==> src/pva_pkg.sv <==
// Shared types and constants for the polyphonic voice allocator.
// No dependencies; used by pva_ctrl, pva_datapath and the top level.
package pva_pkg;

   localparam int NUM_VOICES  = 16;
   localparam int VOICE_W     = 4;
   localparam int NOTE_W      = 7;
   localparam int SLOT_NOTE_W = 8;
   localparam int MAP_DEPTH   = 128;
   localparam int TIME_W      = 64;
   localparam int SPREAD_W    = 9;
   localparam int PAN_W       = 10;
   localparam int MASK_W      = 16;
   localparam int GROUP_W     = 2;
   localparam int CSR_DATA_W  = 32;
   localparam int CSR_IDX_W   = 1;
   localparam int FULL_PAN    = 256;

   // slot note with the top bit set means the slot holds no note
   localparam logic [SLOT_NOTE_W-1:0] NOTE_NONE = 8'h80;
   localparam logic [NOTE_W-1:0]      NOTE_MASK = 7'h7F;

   typedef enum logic [1:0] {
      FUNC_NOTE_ON     = 2'd0,
      FUNC_NOTE_ON_GRP = 2'd1,
      FUNC_NOTE_OFF    = 2'd2,
      FUNC_SWEEP       = 2'd3
   } func_type;

   typedef enum logic [2:0] {
      ACT_NONE    = 3'd0,
      ACT_RETRIG  = 3'd1,
      ACT_START   = 3'd2,
      ACT_STEAL   = 3'd3,
      ACT_RELEASE = 3'd4,
      ACT_SWEPT   = 3'd5
   } action_type;

   typedef enum logic [CSR_IDX_W-1:0] {
      CSR_PAN_SPREAD   = 1'b0,
      CSR_VOICE_GROUPS = 1'b1
   } csr_idx_type;

   typedef enum logic [3:0] {
      ST_IDLE,
      ST_START,
      ST_PTR,
      ST_CHECK,
      ST_SCAN,
      ST_PICK,
      ST_STEAL,
      ST_ALLOC,
      ST_SW_CHK,
      ST_SW_MAP,
      ST_DONE
   } state_type;

   typedef enum logic [3:0] {
      OP_NOP,
      OP_ACCEPT,
      OP_MAP_RD,
      OP_PTR_MAP,
      OP_RETRIG,
      OP_RELEASE,
      OP_SCAN_INIT,
      OP_SCAN,
      OP_PICK,
      OP_STEAL_CLR,
      OP_ALLOC,
      OP_SW_CHK,
      OP_SW_MAP,
      OP_EMIT
   } dp_op_type;

   typedef struct packed {
      dp_op_type op;
   } dp_cmd_type;

   typedef struct packed {
      func_type func;
      logic     match;        // mapped voice is active and holds the note
      logic     grp_ok;       // mapped voice lies in the requested group
      logic     ptr_last;
      logic     idle_found;
      logic     cand_found;
      logic     sw_need_map;
      logic     out_free;
   } dp_status_type;

endpackage

==> src/pva_datapath.sv <==
// Datapath of the voice allocator: slot state, note map memory, search
// registers, result and output registers. Depends on pva_pkg.
module pva_datapath (
   input  logic                                clock,
   input  logic                                reset,
   input  pva_pkg::dp_cmd_type                 cmd,
   output pva_pkg::dp_status_type              status,
   input  logic [1:0]                          req_func,
   input  logic [pva_pkg::NOTE_W-1:0]          req_note,
   input  logic [pva_pkg::GROUP_W-1:0]         req_group,
   input  logic [pva_pkg::MASK_W-1:0]          req_sounding_mask,
   input  logic [pva_pkg::MASK_W-1:0]          req_releasing_mask,
   input  logic                                csr_we,
   input  logic [pva_pkg::CSR_IDX_W-1:0]       csr_index,
   input  logic [pva_pkg::CSR_DATA_W-1:0]      csr_wdata,
   input  logic                                rsp_ready,
   output logic                                rsp_valid,
   output logic [2:0]                          rsp_action,
   output logic [pva_pkg::VOICE_W-1:0]         rsp_voice,
   output logic signed [pva_pkg::PAN_W-1:0]    rsp_pan_value,
   output logic                                rsp_stolen_valid,
   output logic [pva_pkg::NOTE_W-1:0]          rsp_stolen_note,
   output logic [pva_pkg::MASK_W-1:0]          rsp_retired_mask
);

   localparam int NV = pva_pkg::NUM_VOICES;
   localparam int VW = pva_pkg::VOICE_W;
   localparam int TW = pva_pkg::TIME_W;

   // latched request
   pva_pkg::func_type                  func_ff, func_in;
   logic [pva_pkg::NOTE_W-1:0]         note_ff, note_in;
   logic [pva_pkg::GROUP_W-1:0]        grp_ff, grp_in;
   logic [NV-1:0]                      snd_ff, snd_in;
   logic [NV-1:0]                      relm_ff, relm_in;

   // configuration
   logic [pva_pkg::SPREAD_W-1:0]       spread_ff, spread_in;
   logic [pva_pkg::CSR_DATA_W-1:0]     groups_ff, groups_in;

   // voice slots
   logic [pva_pkg::SLOT_NOTE_W-1:0]    slot_note_ff [NV];
   logic [pva_pkg::SLOT_NOTE_W-1:0]    slot_note_in [NV];
   logic [NV-1:0]                      slot_active_ff, slot_active_in;
   logic [TW-1:0]                      slot_time_ff [NV];
   logic [TW-1:0]                      slot_time_in [NV];
   logic [TW-1:0]                      time_ff, time_in;

   // slot pointer, doubles as scan counter
   logic [VW-1:0]                      ptr_ff, ptr_in;

   // search results
   logic                               idle_fnd_ff, idle_fnd_in;
   logic [VW-1:0]                      idle_idx_ff, idle_idx_in;
   logic                               rel_fnd_ff, rel_fnd_in;
   logic [VW-1:0]                      rel_idx_ff, rel_idx_in;
   logic [TW-1:0]                      rel_t_ff, rel_t_in;
   logic                               old_fnd_ff, old_fnd_in;
   logic [VW-1:0]                      old_idx_ff, old_idx_in;
   logic [TW-1:0]                      old_t_ff, old_t_in;
   logic                               steal_ff, steal_in;
   logic [pva_pkg::NOTE_W-1:0]         swnote_ff, swnote_in;

   // note map: voice data in memory, valid bits in flops
   logic [VW-1:0]                      map_mem [pva_pkg::MAP_DEPTH];
   logic [pva_pkg::MAP_DEPTH-1:0]      map_vld_ff;
   logic                               rd_vld_ff;
   logic [VW-1:0]                      rd_voice_ff;
   logic                               map_rd, map_set, map_clr;
   logic [pva_pkg::NOTE_W-1:0]         map_addr;

   // pending result
   pva_pkg::action_type                res_action_ff, res_action_in;
   logic [VW-1:0]                      res_voice_ff, res_voice_in;
   logic signed [pva_pkg::PAN_W-1:0]   res_pan_ff, res_pan_in;
   logic                               res_sv_ff, res_sv_in;
   logic [pva_pkg::NOTE_W-1:0]         res_sn_ff, res_sn_in;
   logic [pva_pkg::MASK_W-1:0]         res_ret_ff, res_ret_in;

   // output register
   logic                               out_valid_ff, out_valid_in;
   pva_pkg::action_type                out_action_ff, out_action_in;
   logic [VW-1:0]                      out_voice_ff, out_voice_in;
   logic signed [pva_pkg::PAN_W-1:0]   out_pan_ff, out_pan_in;
   logic                               out_sv_ff, out_sv_in;
   logic [pva_pkg::NOTE_W-1:0]         out_sn_ff, out_sn_in;
   logic [pva_pkg::MASK_W-1:0]         out_ret_ff, out_ret_in;

   // slot read at the pointer
   logic [pva_pkg::SLOT_NOTE_W-1:0]    cur_note;
   logic                               cur_active;
   logic [TW-1:0]                      cur_time;
   logic [pva_pkg::GROUP_W-1:0]        cur_grp;
   logic                               grouped, in_grp, snd_bit, rel_bit;
   logic [TW-1:0]                      time_nx;
   logic [pva_pkg::SPREAD_W-1:0]       spread_sat;
   logic signed [pva_pkg::PAN_W-1:0]   pan_mag, pan_calc;
   logic                               ptr_ok;

   assign cur_note   = slot_note_ff[ptr_ff];
   assign cur_active = slot_active_ff[ptr_ff];
   assign cur_time   = slot_time_ff[ptr_ff];
   assign cur_grp    = groups_ff[{ptr_ff, 1'b0} +: pva_pkg::GROUP_W];
   assign grouped    = (func_ff == pva_pkg::FUNC_NOTE_ON_GRP);
   assign in_grp     = !grouped || (cur_grp == grp_ff);
   assign snd_bit    = snd_ff[ptr_ff];
   assign rel_bit    = relm_ff[ptr_ff];
   assign time_nx    = time_ff + TW'(1);
   assign ptr_ok     = ({1'b0, ptr_ff} < (VW+1)'(NV));

   assign spread_sat = (spread_ff > pva_pkg::SPREAD_W'(pva_pkg::FULL_PAN)) ?
                       pva_pkg::SPREAD_W'(pva_pkg::FULL_PAN) : spread_ff;
   assign pan_mag    = $signed({1'b0, spread_sat});
   assign pan_calc   = ptr_ff[0] ? pan_mag : -pan_mag;   // odd voice pans right

   always_comb begin
      status.func        = func_ff;
      status.match       = rd_vld_ff && ptr_ok && cur_active &&
                           (cur_note == {1'b0, note_ff});
      status.grp_ok      = in_grp;
      status.ptr_last    = (ptr_ff == VW'(NV - 1));
      status.idle_found  = idle_fnd_ff;
      status.cand_found  = idle_fnd_ff || rel_fnd_ff || old_fnd_ff;
      status.sw_need_map = cur_active && !snd_bit && !cur_note[pva_pkg::SLOT_NOTE_W-1];
      status.out_free    = !out_valid_ff || rsp_ready;
   end

   always_comb begin
      func_in        = func_ff;
      note_in        = note_ff;
      grp_in         = grp_ff;
      snd_in         = snd_ff;
      relm_in        = relm_ff;
      spread_in      = spread_ff;
      groups_in      = groups_ff;
      slot_note_in   = slot_note_ff;
      slot_active_in = slot_active_ff;
      slot_time_in   = slot_time_ff;
      time_in        = time_ff;
      ptr_in         = ptr_ff;
      idle_fnd_in    = idle_fnd_ff;
      idle_idx_in    = idle_idx_ff;
      rel_fnd_in     = rel_fnd_ff;
      rel_idx_in     = rel_idx_ff;
      rel_t_in       = rel_t_ff;
      old_fnd_in     = old_fnd_ff;
      old_idx_in     = old_idx_ff;
      old_t_in       = old_t_ff;
      steal_in       = steal_ff;
      swnote_in      = swnote_ff;
      res_action_in  = res_action_ff;
      res_voice_in   = res_voice_ff;
      res_pan_in     = res_pan_ff;
      res_sv_in      = res_sv_ff;
      res_sn_in      = res_sn_ff;
      res_ret_in     = res_ret_ff;
      out_valid_in   = out_valid_ff && !rsp_ready;
      out_action_in  = out_action_ff;
      out_voice_in   = out_voice_ff;
      out_pan_in     = out_pan_ff;
      out_sv_in      = out_sv_ff;
      out_sn_in      = out_sn_ff;
      out_ret_in     = out_ret_ff;
      map_rd         = 1'b0;
      map_set        = 1'b0;
      map_clr        = 1'b0;
      map_addr       = note_ff;

      if (csr_we) begin
         case (pva_pkg::csr_idx_type'(csr_index))
            pva_pkg::CSR_PAN_SPREAD:   spread_in = csr_wdata[pva_pkg::SPREAD_W-1:0];
            pva_pkg::CSR_VOICE_GROUPS: groups_in = csr_wdata;
            default: ;
         endcase
      end

      case (cmd.op)
         pva_pkg::OP_ACCEPT: begin
            func_in       = pva_pkg::func_type'(req_func);
            note_in       = req_note;
            grp_in        = req_group;
            snd_in        = req_sounding_mask[NV-1:0];
            relm_in       = req_releasing_mask[NV-1:0];
            ptr_in        = '0;
            res_action_in = (pva_pkg::func_type'(req_func) == pva_pkg::FUNC_SWEEP) ?
                            pva_pkg::ACT_SWEPT : pva_pkg::ACT_NONE;
            res_voice_in  = '0;
            res_pan_in    = '0;
            res_sv_in     = 1'b0;
            res_sn_in     = '0;
            res_ret_in    = '0;
         end
         pva_pkg::OP_MAP_RD: begin
            map_rd = 1'b1;
         end
         pva_pkg::OP_PTR_MAP: begin
            ptr_in = rd_voice_ff;
         end
         pva_pkg::OP_RETRIG: begin
            time_in              = time_nx;
            slot_time_in[ptr_ff] = time_nx;
            res_action_in        = pva_pkg::ACT_RETRIG;
            res_voice_in         = ptr_ff;
         end
         pva_pkg::OP_RELEASE: begin
            map_clr       = 1'b1;
            res_action_in = pva_pkg::ACT_RELEASE;
            res_voice_in  = ptr_ff;
         end
         pva_pkg::OP_SCAN_INIT: begin
            ptr_in      = '0;
            idle_fnd_in = 1'b0;
            rel_fnd_in  = 1'b0;
            old_fnd_in  = 1'b0;
         end
         pva_pkg::OP_SCAN: begin
            if (in_grp) begin
               if (!snd_bit && !idle_fnd_ff) begin
                  idle_fnd_in = 1'b1;
                  idle_idx_in = ptr_ff;
               end
               // strict compare keeps the lowest index on a tie
               if (rel_bit) begin
                  if (!rel_fnd_ff || (cur_time < rel_t_ff)) begin
                     rel_fnd_in = 1'b1;
                     rel_idx_in = ptr_ff;
                     rel_t_in   = cur_time;
                  end
               end else begin
                  if (!old_fnd_ff || (cur_time < old_t_ff)) begin
                     old_fnd_in = 1'b1;
                     old_idx_in = ptr_ff;
                     old_t_in   = cur_time;
                  end
               end
            end
            ptr_in = ptr_ff + VW'(1);
         end
         pva_pkg::OP_PICK: begin
            steal_in = !idle_fnd_ff;
            if (idle_fnd_ff)     ptr_in = idle_idx_ff;
            else if (rel_fnd_ff) ptr_in = rel_idx_ff;
            else                 ptr_in = old_idx_ff;
         end
         pva_pkg::OP_STEAL_CLR: begin
            map_addr = cur_note[pva_pkg::NOTE_W-1:0];
            if (!cur_note[pva_pkg::SLOT_NOTE_W-1]) begin
               map_clr   = 1'b1;
               res_sv_in = 1'b1;
               res_sn_in = cur_note[pva_pkg::NOTE_W-1:0];
            end
         end
         pva_pkg::OP_ALLOC: begin
            map_set                = 1'b1;
            slot_note_in[ptr_ff]   = {1'b0, note_ff};
            slot_active_in[ptr_ff] = 1'b1;
            time_in                = time_nx;
            slot_time_in[ptr_ff]   = time_nx;
            res_action_in          = steal_ff ? pva_pkg::ACT_STEAL : pva_pkg::ACT_START;
            res_voice_in           = ptr_ff;
            res_pan_in             = steal_ff ? '0 : pan_calc;
         end
         pva_pkg::OP_SW_CHK: begin
            map_addr = cur_note[pva_pkg::NOTE_W-1:0];
            if (cur_active && !snd_bit) begin
               slot_active_in[ptr_ff] = 1'b0;
               slot_note_in[ptr_ff]   = pva_pkg::NOTE_NONE;
               res_ret_in[ptr_ff]     = 1'b1;
            end
            if (status.sw_need_map) begin
               map_rd    = 1'b1;
               swnote_in = cur_note[pva_pkg::NOTE_W-1:0];
            end else begin
               ptr_in = ptr_ff + VW'(1);
            end
         end
         pva_pkg::OP_SW_MAP: begin
            // only clear the entry if it still points at this voice
            map_addr = swnote_ff;
            map_clr  = rd_vld_ff && (rd_voice_ff == ptr_ff);
            ptr_in   = ptr_ff + VW'(1);
         end
         pva_pkg::OP_EMIT: begin
            out_valid_in  = 1'b1;
            out_action_in = res_action_ff;
            out_voice_in  = res_voice_ff;
            out_pan_in    = res_pan_ff;
            out_sv_in     = res_sv_ff;
            out_sn_in     = res_sn_ff;
            out_ret_in    = res_ret_ff;
         end
         default: ;
      endcase
   end

   // note map memory
   always_ff @(posedge clock) begin
      if (map_set) begin
         map_mem[map_addr] <= ptr_ff;
      end
      if (map_rd) begin
         rd_voice_ff <= map_mem[map_addr];
      end
   end

   always_ff @(posedge clock) begin
      if (reset) begin
         map_vld_ff <= '0;
         rd_vld_ff  <= 1'b0;
      end else begin
         if (map_set) begin
            map_vld_ff[map_addr] <= 1'b1;
         end else if (map_clr) begin
            map_vld_ff[map_addr] <= 1'b0;
         end
         if (map_rd) begin
            rd_vld_ff <= map_vld_ff[map_addr];
         end
      end
   end

   always_ff @(posedge clock) begin
      if (reset) begin
         spread_ff      <= '0;
         groups_ff      <= '0;
         slot_active_ff <= '0;
         time_ff        <= '0;
         ptr_ff         <= '0;
         idle_fnd_ff    <= 1'b0;
         rel_fnd_ff     <= 1'b0;
         old_fnd_ff     <= 1'b0;
         steal_ff       <= 1'b0;
         out_valid_ff   <= 1'b0;
         func_ff        <= pva_pkg::FUNC_NOTE_ON;
         res_action_ff  <= pva_pkg::ACT_NONE;
         for (int i = 0; i < NV; i++) begin
            slot_note_ff[i] <= pva_pkg::NOTE_NONE;
            slot_time_ff[i] <= '0;
         end
      end else begin
         spread_ff      <= spread_in;
         groups_ff      <= groups_in;
         slot_active_ff <= slot_active_in;
         time_ff        <= time_in;
         ptr_ff         <= ptr_in;
         idle_fnd_ff    <= idle_fnd_in;
         rel_fnd_ff     <= rel_fnd_in;
         old_fnd_ff     <= old_fnd_in;
         steal_ff       <= steal_in;
         out_valid_ff   <= out_valid_in;
         func_ff        <= func_in;
         res_action_ff  <= res_action_in;
         slot_note_ff   <= slot_note_in;
         slot_time_ff   <= slot_time_in;
      end
   end

   always_ff @(posedge clock) begin
      note_ff       <= note_in;
      grp_ff        <= grp_in;
      snd_ff        <= snd_in;
      relm_ff       <= relm_in;
      idle_idx_ff   <= idle_idx_in;
      rel_idx_ff    <= rel_idx_in;
      rel_t_ff      <= rel_t_in;
      old_idx_ff    <= old_idx_in;
      old_t_ff      <= old_t_in;
      swnote_ff     <= swnote_in;
      res_voice_ff  <= res_voice_in;
      res_pan_ff    <= res_pan_in;
      res_sv_ff     <= res_sv_in;
      res_sn_ff     <= res_sn_in;
      res_ret_ff    <= res_ret_in;
      out_action_ff <= out_action_in;
      out_voice_ff  <= out_voice_in;
      out_pan_ff    <= out_pan_in;
      out_sv_ff     <= out_sv_in;
      out_sn_ff     <= out_sn_in;
      out_ret_ff    <= out_ret_in;
   end

   assign rsp_valid        = out_valid_ff;
   assign rsp_action       = out_action_ff;
   assign rsp_voice        = out_voice_ff;
   assign rsp_pan_value    = out_pan_ff;
   assign rsp_stolen_valid = out_sv_ff;
   assign rsp_stolen_note  = out_sn_ff;
   assign rsp_retired_mask = out_ret_ff;

endmodule

==> src/pva_ctrl.sv <==
// Sequencer of the voice allocator: walks one event through lookup,
// voice scan, allocation or sweep. Depends on pva_pkg.
module pva_ctrl (
   input  logic                   clock,
   input  logic                   reset,
   input  logic                   req_valid,
   output logic                   req_ready,
   input  pva_pkg::dp_status_type status,
   output pva_pkg::dp_cmd_type    cmd,
   output pva_pkg::state_type     state
);

   pva_pkg::state_type state_ff, state_in;

   always_ff @(posedge clock) begin
      if (reset) begin
         state_ff <= pva_pkg::ST_IDLE;
      end else begin
         state_ff <= state_in;
      end
   end

   always_comb begin
      state_in  = state_ff;
      cmd.op    = pva_pkg::OP_NOP;
      req_ready = 1'b0;
      case (state_ff)
         pva_pkg::ST_IDLE: begin
            req_ready = 1'b1;
            if (req_valid) begin
               cmd.op   = pva_pkg::OP_ACCEPT;
               state_in = pva_pkg::ST_START;
            end
         end
         pva_pkg::ST_START: begin
            if (status.func == pva_pkg::FUNC_SWEEP) begin
               state_in = pva_pkg::ST_SW_CHK;
            end else begin
               cmd.op   = pva_pkg::OP_MAP_RD;
               state_in = pva_pkg::ST_PTR;
            end
         end
         pva_pkg::ST_PTR: begin
            cmd.op   = pva_pkg::OP_PTR_MAP;
            state_in = pva_pkg::ST_CHECK;
         end
         pva_pkg::ST_CHECK: begin
            if (status.func == pva_pkg::FUNC_NOTE_OFF) begin
               if (status.match) cmd.op = pva_pkg::OP_RELEASE;
               state_in = pva_pkg::ST_DONE;
            end else if (status.match && status.grp_ok) begin
               cmd.op   = pva_pkg::OP_RETRIG;
               state_in = pva_pkg::ST_DONE;
            end else begin
               cmd.op   = pva_pkg::OP_SCAN_INIT;
               state_in = pva_pkg::ST_SCAN;
            end
         end
         pva_pkg::ST_SCAN: begin
            cmd.op = pva_pkg::OP_SCAN;
            if (status.ptr_last) state_in = pva_pkg::ST_PICK;
         end
         pva_pkg::ST_PICK: begin
            cmd.op = pva_pkg::OP_PICK;
            if (!status.cand_found)     state_in = pva_pkg::ST_DONE;
            else if (status.idle_found) state_in = pva_pkg::ST_ALLOC;
            else                        state_in = pva_pkg::ST_STEAL;
         end
         pva_pkg::ST_STEAL: begin
            cmd.op   = pva_pkg::OP_STEAL_CLR;
            state_in = pva_pkg::ST_ALLOC;
         end
         pva_pkg::ST_ALLOC: begin
            cmd.op   = pva_pkg::OP_ALLOC;
            state_in = pva_pkg::ST_DONE;
         end
         pva_pkg::ST_SW_CHK: begin
            cmd.op = pva_pkg::OP_SW_CHK;
            if (status.sw_need_map) state_in = pva_pkg::ST_SW_MAP;
            else if (status.ptr_last) state_in = pva_pkg::ST_DONE;
         end
         pva_pkg::ST_SW_MAP: begin
            cmd.op = pva_pkg::OP_SW_MAP;
            state_in = status.ptr_last ? pva_pkg::ST_DONE : pva_pkg::ST_SW_CHK;
         end
         pva_pkg::ST_DONE: begin
            // wait for the output register to free up
            if (status.out_free) begin
               cmd.op   = pva_pkg::OP_EMIT;
               state_in = pva_pkg::ST_IDLE;
            end
         end
         default: begin
            state_in = pva_pkg::ST_IDLE;
         end
      endcase
   end

   assign state = state_ff;

endmodule

==> src/polyphonic_voice_allocator.sv <==
// Top level of the polyphonic voice allocator: sequencer plus datapath.
// Depends on pva_pkg, pva_ctrl and pva_datapath.
//
//   channel   direction  handshake              payload
//   req_      in         req_valid / req_ready  func, note, group, sounding/releasing masks
//   rsp_      out        rsp_valid / rsp_ready  action, voice, pan, stolen note, retired mask
//   csr_      in         csr_we                 csr_index, csr_wdata
//
// One event at a time. Note off and retrigger go from accept through the map lookup to
// the result; other note-ons scan the 16 voice slots one per cycle.
// A sweep checks one slot per cycle, but each slot whose note map entry must be checked
// adds a map step that holds the sweep (single map port). The result sits in an output
// register, so a new event is taken while the last result is still waiting; a stall
// on rsp_ready only holds the block once the next result is ready. Synchronous
// reset clears all slots and the note map valid bits.
module polyphonic_voice_allocator (
   input  logic                                clock,
   input  logic                                reset,
   input  logic                                req_valid,
   output logic                                req_ready,
   input  logic [1:0]                          req_func,
   input  logic [pva_pkg::NOTE_W-1:0]          req_note,
   input  logic [pva_pkg::GROUP_W-1:0]         req_group,
   input  logic [pva_pkg::MASK_W-1:0]          req_sounding_mask,
   input  logic [pva_pkg::MASK_W-1:0]          req_releasing_mask,
   output logic                                rsp_valid,
   input  logic                                rsp_ready,
   output logic [2:0]                          rsp_action,
   output logic [pva_pkg::VOICE_W-1:0]         rsp_voice,
   output logic signed [pva_pkg::PAN_W-1:0]    rsp_pan_value,
   output logic                                rsp_stolen_valid,
   output logic [pva_pkg::NOTE_W-1:0]          rsp_stolen_note,
   output logic [pva_pkg::MASK_W-1:0]          rsp_retired_mask,
   input  logic                                csr_we,
   input  logic [pva_pkg::CSR_IDX_W-1:0]       csr_index,
   input  logic [pva_pkg::CSR_DATA_W-1:0]      csr_wdata
);

   pva_pkg::dp_cmd_type    cmd;
   pva_pkg::dp_status_type status;
   pva_pkg::state_type     state;

   pva_ctrl u_ctrl (
      .clock     (clock),
      .reset     (reset),
      .req_valid (req_valid),
      .req_ready (req_ready),
      .status    (status),
      .cmd       (cmd),
      .state     (state)
   );

   pva_datapath u_dp (
      .clock              (clock),
      .reset              (reset),
      .cmd                (cmd),
      .status             (status),
      .req_func           (req_func),
      .req_note           (req_note),
      .req_group          (req_group),
      .req_sounding_mask  (req_sounding_mask),
      .req_releasing_mask (req_releasing_mask),
      .csr_we             (csr_we),
      .csr_index          (csr_index),
      .csr_wdata          (csr_wdata),
      .rsp_ready          (rsp_ready),
      .rsp_valid          (rsp_valid),
      .rsp_action         (rsp_action),
      .rsp_voice          (rsp_voice),
      .rsp_pan_value      (rsp_pan_value),
      .rsp_stolen_valid   (rsp_stolen_valid),
      .rsp_stolen_note    (rsp_stolen_note),
      .rsp_retired_mask   (rsp_retired_mask)
   );

   // one event in flight: no second transfer right after an accept
   a_one_in_flight: assert property (@(posedge clock) disable iff (reset)
      (req_valid && req_ready) |=> !req_ready)
      else $error("input accepted twice in a row");

   // a new result is only loaded while the sequencer is finishing an event
   a_emit_from_done: assert property (@(posedge clock) disable iff (reset)
      (cmd.op == pva_pkg::OP_EMIT) |-> (state == pva_pkg::ST_DONE))
      else $error("result loaded outside of the done state");

   a_retired_only_sweep: assert property (@(posedge clock) disable iff (reset)
      (rsp_valid && (rsp_action != pva_pkg::ACT_SWEPT)) |-> (rsp_retired_mask == '0))
      else $error("retired mask set on a non-sweep result");

   a_stolen_only_steal: assert property (@(posedge clock) disable iff (reset)
      (rsp_valid && rsp_stolen_valid) |->
      ((rsp_action == pva_pkg::ACT_STEAL) && (rsp_pan_value == '0)))
      else $error("stolen note reported without a centered steal");

endmodule
==> config.mk <==
export PLATFORM = sky130hd
export DESIGN_NAME = polyphonic_voice_allocator
export DESIGN_NICKNAME = d
export VERILOG_FILES = /design/src/pva_pkg.sv /design/src/pva_datapath.sv /design/src/pva_ctrl.sv /design/src/polyphonic_voice_allocator.sv
export SDC_FILE = /design/constraint.sdc
export NUM_CORES = 2
export LEC_CHECK = 0
export BUFFER_PORTS_ARGS = -buffer_cell sky130_fd_sc_hd__buf_4
export CAP_MARGIN = 20
export CORE_UTILIZATION = 40
export CTS_BUF_LIST = sky130_fd_sc_hd__clkbuf_4 sky130_fd_sc_hd__clkbuf_8
export CTS_CLUSTER_DIAMETER = 30
export DETAILED_ROUTE_END_ITERATION = 8
export HOLD_SLACK_MARGIN = 0.15
export MAX_ROUTING_LAYER = met4
export PLACE_DENSITY = 0.65
export SETUP_SLACK_MARGIN = 0.5
export SYNTH_ARGS = -nofsm -noshare
export SYNTH_HDL_FRONTEND = slang
export SYNTH_SLANG_ARGS = --single-unit
==> constraint.sdc <==
create_clock -name clock -period 16 [get_ports clock]
set_clock_uncertainty 0.1 [all_clocks]
set_input_delay 1.6 -clock clock [delete_from_list [all_inputs] [get_ports clock]]
set_output_delay 1.6 -clock clock [all_outputs]
set_load 0.005 [all_outputs]
==> impl_metrics.toml <==
[placement]
pre_cts_ws_ns = 8.16
place_hpwl_mm = 154
finalWeightedCongestion = 0.898
io_buffers = 123
placed_cell_area_um2 = 96500
dp.cells = 10900

[grt]
grt_max_degree = 276
antenna_found_initial = 15
grt_pass1_vias = 66600
grt_pass1_wl_mm = 405
overflow = 0
gr-usage-all-layers = 0.227

[floorplanning]
start_util = 0.402
die-area_um2 = 236000
dieHeight_um = 485
ios = 124
design.core.area_um2 = 232000
rows = 177
die_w_um = 485

[finish]
layout-drive-gt1-share = 0.171
fin_nets = 8487
fillers = 20900
syn2layout_area_growth_pct = 14.3
final_cells = 11700
postLayoutCellArea_um2 = 107000
final_util = 0.460

[logic_synthesis]
synth_area_um2 = 93400
ys_top_cells_by_area = "dfxtp_1 (30%), edfxtp_1 (25%), mux4_2 (8.7%), nand3b_1 (7.9%), o21ai_0 (5.7%)"
ys_types = 74
synth_cells = 8323
yosys.area.top_type_share = 0.304
synthArstFlopShare = 0
ys.flop_type = "dfxtp_1"
ys_ff_latch = 2203
synth_area_leader_cell = "dfxtp_1"
ys_seq_area_frac = 0.556
synth_nets = 8536
avgSynthCellArea_um2 = 11.2
yosys_warnings = 0
synth-edff-count = 783

[sta]
final-setup-viol-count = 0
slew_headroom = 0.224
setup_tns_ns = 0
fmax_ghz = 0.137
setup_ws_ns = 8.70
hold_slack_ns = 0.319
final.period_utilization = 0.456
fin_crit_ns = 7.30
worst_pin_slew_ns = 1.16
drv_slew = 0
finalHoldViolCount = 0
rsz0062_at_grt = "false"

[power_and_ir_drop]
switching_share = 0.241
power.density_nw_per_um2 = 126
p_leak_nw = 37.6
peakVddDrop_uv = 78.5
internal_power_mw = 10.2
power_switching_mw = 3.24
p_comb_frac = 0.074
power_mw = 13.4
pwr-share-clk = 0.484
pwr-share-seq = 0.442

[clock_tree]
cts.sinks = 2203
root_buffer = "clkbuf_8"
clockBufferDepth = 4
cts_buffers = 441
cts_hold_buf = 0
cts_max_level = 5
cts_tree = "built"
cts_resized = 0
cts_setup_buffers = 0
path_clk_slew_ns = 0.06
clk_latency_ns = 1.15

[critical_path]
arrival_ns = 7.84
path_max_fanout = 101
startpoint_type = "register"
worstSetupPathType = "register to register"
worstPathRequired_ns = 16.54
crit_path_end_kind = "register"

[routing]
wire_per_inst_um = 22.8
num_vias = 68100
dr.pass1.iters = 6
drtAntennaViolNets = 0
drt_iter0_drc = 7344
wl_mm = 266
routed_via_density = 5.83
drc = 0

[status]
status = "complete, no violations"

[run]
maxCapViolations = 0

[min_path]
hold_path_class = "register to register"
[power by group through the flow]
stage / clock, mW / combinational, mW / sequential [mW]
floorplan: 0 / 0.640 / 6.04
global placement: 0 / 0.969 / 6.05
detailed placement: 0 / 0.979 / 6.05
CTS: 6.61 / 0.982 / 5.93
global route: 6.88 / 1.05 / 5.94
finish: 6.51 / 0.994 / 5.94
[sequential cells by signal, summed over array words and instances, names as in the netlist, 7 cells and up, named ones only]
| register | count |
|---|---|
| u_dp.relm_ff | 16 |
| u_dp.res_ret_ff | 16 |
| u_dp.note_ff | 7 |
| u_dp.rsp_retired_mask | 16 |
| u_dp.spread_ff | 9 |
| u_dp.time_ff | 64 |
| u_dp.map_mem | 512 |
| u_dp.res_sn_ff | 7 |
| u_dp.snd_ff | 16 |
| u_dp.groups_ff | 32 |
| u_dp.slot_time_ff | 1024 |
| u_dp.rsp_pan_value | 10 |
| u_dp.swnote_ff | 7 |
| u_dp.old_t_ff | 64 |
| u_dp.rel_t_ff | 64 |
| u_dp.rsp_stolen_note | 7 |
| u_dp.slot_note_ff | 128 |
| u_dp.res_pan_ff | 10 |
[worst max-delay path: stages, from the launching register on]
cell and delay [ns]:
dfxtp_4 0.73, buf_4 0.83, buf_12 0.73, mux4_2 0.60, mux4_2 0.56, ha_1 0.34
a21o_1 0.16, a21o_1 0.17, a21o_1 0.17, a21o_1 0.17, a21o_1 0.17, a21o_1 0.17
a221o_1 0.31, a211oi_1 0.49, o31ai_1 0.21, a211oi_4 0.28, buf_4 0.56
[cells in the final DEF (no fill, tap or decap), types with 92 or more instances in the layout]
cell type     n
a21oi_1     355
nor2_1      281
edfxtp_1    783
ha_1        132
a22oi_1     230
inv_1       265
mux4_2      362
clkbuf_8    500
buf_4       232
o21ai_0    1067
dfxtp_1    1415
nand2_1     555
clkbuf_4     97
nand3b_1    981
o21ai_1      92
[worst paths after layout]
path / slack [ns] / startpoint / endpoint / cells past startpoint
max reg2reg: 8.70 / u_dp.ptr_ff[0] / u_dp.rel_t_ff[60] / 16
min: 0.32 / u_dp.res_pan_ff[8] / u_dp.rsp_pan_value[8] / 0
min reg2reg: 0.32 / u_dp.res_pan_ff[8] / u_dp.rsp_pan_value[8] / 0
max: 8.70 / u_dp.ptr_ff[0] / u_dp.rel_t_ff[60] / 16
[cell families after synthesis]
group,after synthesis,share of synthesized area
multiplexers,455,0.0974
AO/OA/AOI/OAI,2118,0.132
buffers and inverters,1006,0.0422
adder cells (fa/ha/maj),132,0.0177
AND/OR/NAND/NOR,2265,0.141
flip-flops,2203,0.556
XOR/XNOR,144,0.0135
[area by class of cell]
type / count / area [um2] / share of cell area
inverter: 269 / 1010 / 0.00946
multi-input combinational: 5114 / 37800 / 0.354
clock inverter: 201 / 2540 / 0.0238
tap: 3043 / 3810 / 0.0357
antenna: 8 / 20.0 / 0.000188
sequential: 2203 / 52000 / 0.487
clock buffer: 597 / 7610 / 0.0713
timing repair buffer: 245 / 2010 / 0.0188
[cells in the mapped netlist, types with 56 or more instances]
| master | instances |
|---|---|
| inv_1 | 266 |
| a31oi_1 | 65 |
| nor2_1 | 283 |
| o21ai_0 | 1068 |
| a22oi_1 | 230 |
| buf_2 | 107 |
| xnor2_1 | 60 |
| nand3b_1 | 981 |
| mux4_2 | 362 |
| xor2_1 | 84 |
| mux2i_1 | 76 |
| dfxtp_1 | 1420 |
| and2_1 | 63 |
| buf_1 | 58 |
| nand2b_1 | 86 |
| clkbuf_1 | 564 |
| a221oi_1 | 56 |
| o21ai_1 | 93 |
| nand2_1 | 556 |
| edfxtp_1 | 783 |
| a21oi_1 | 355 |
| a22o_1 | 60 |
| ha_1 | 132 |
| nand3_1 | 63 |
[metal layers]
metal,global-route usage,vias to the layer above,wire length [um],share of wire
met2,0.349,2901,123000,0.46
met3,0.0386,594,20400,0.077
li1,-,30600,-,-
met1,0.300,34000,114000,0.43
met5,-,-,0,0
met4,0.0826,0,8330,0.031
Power figures use the tool's default switching activity.
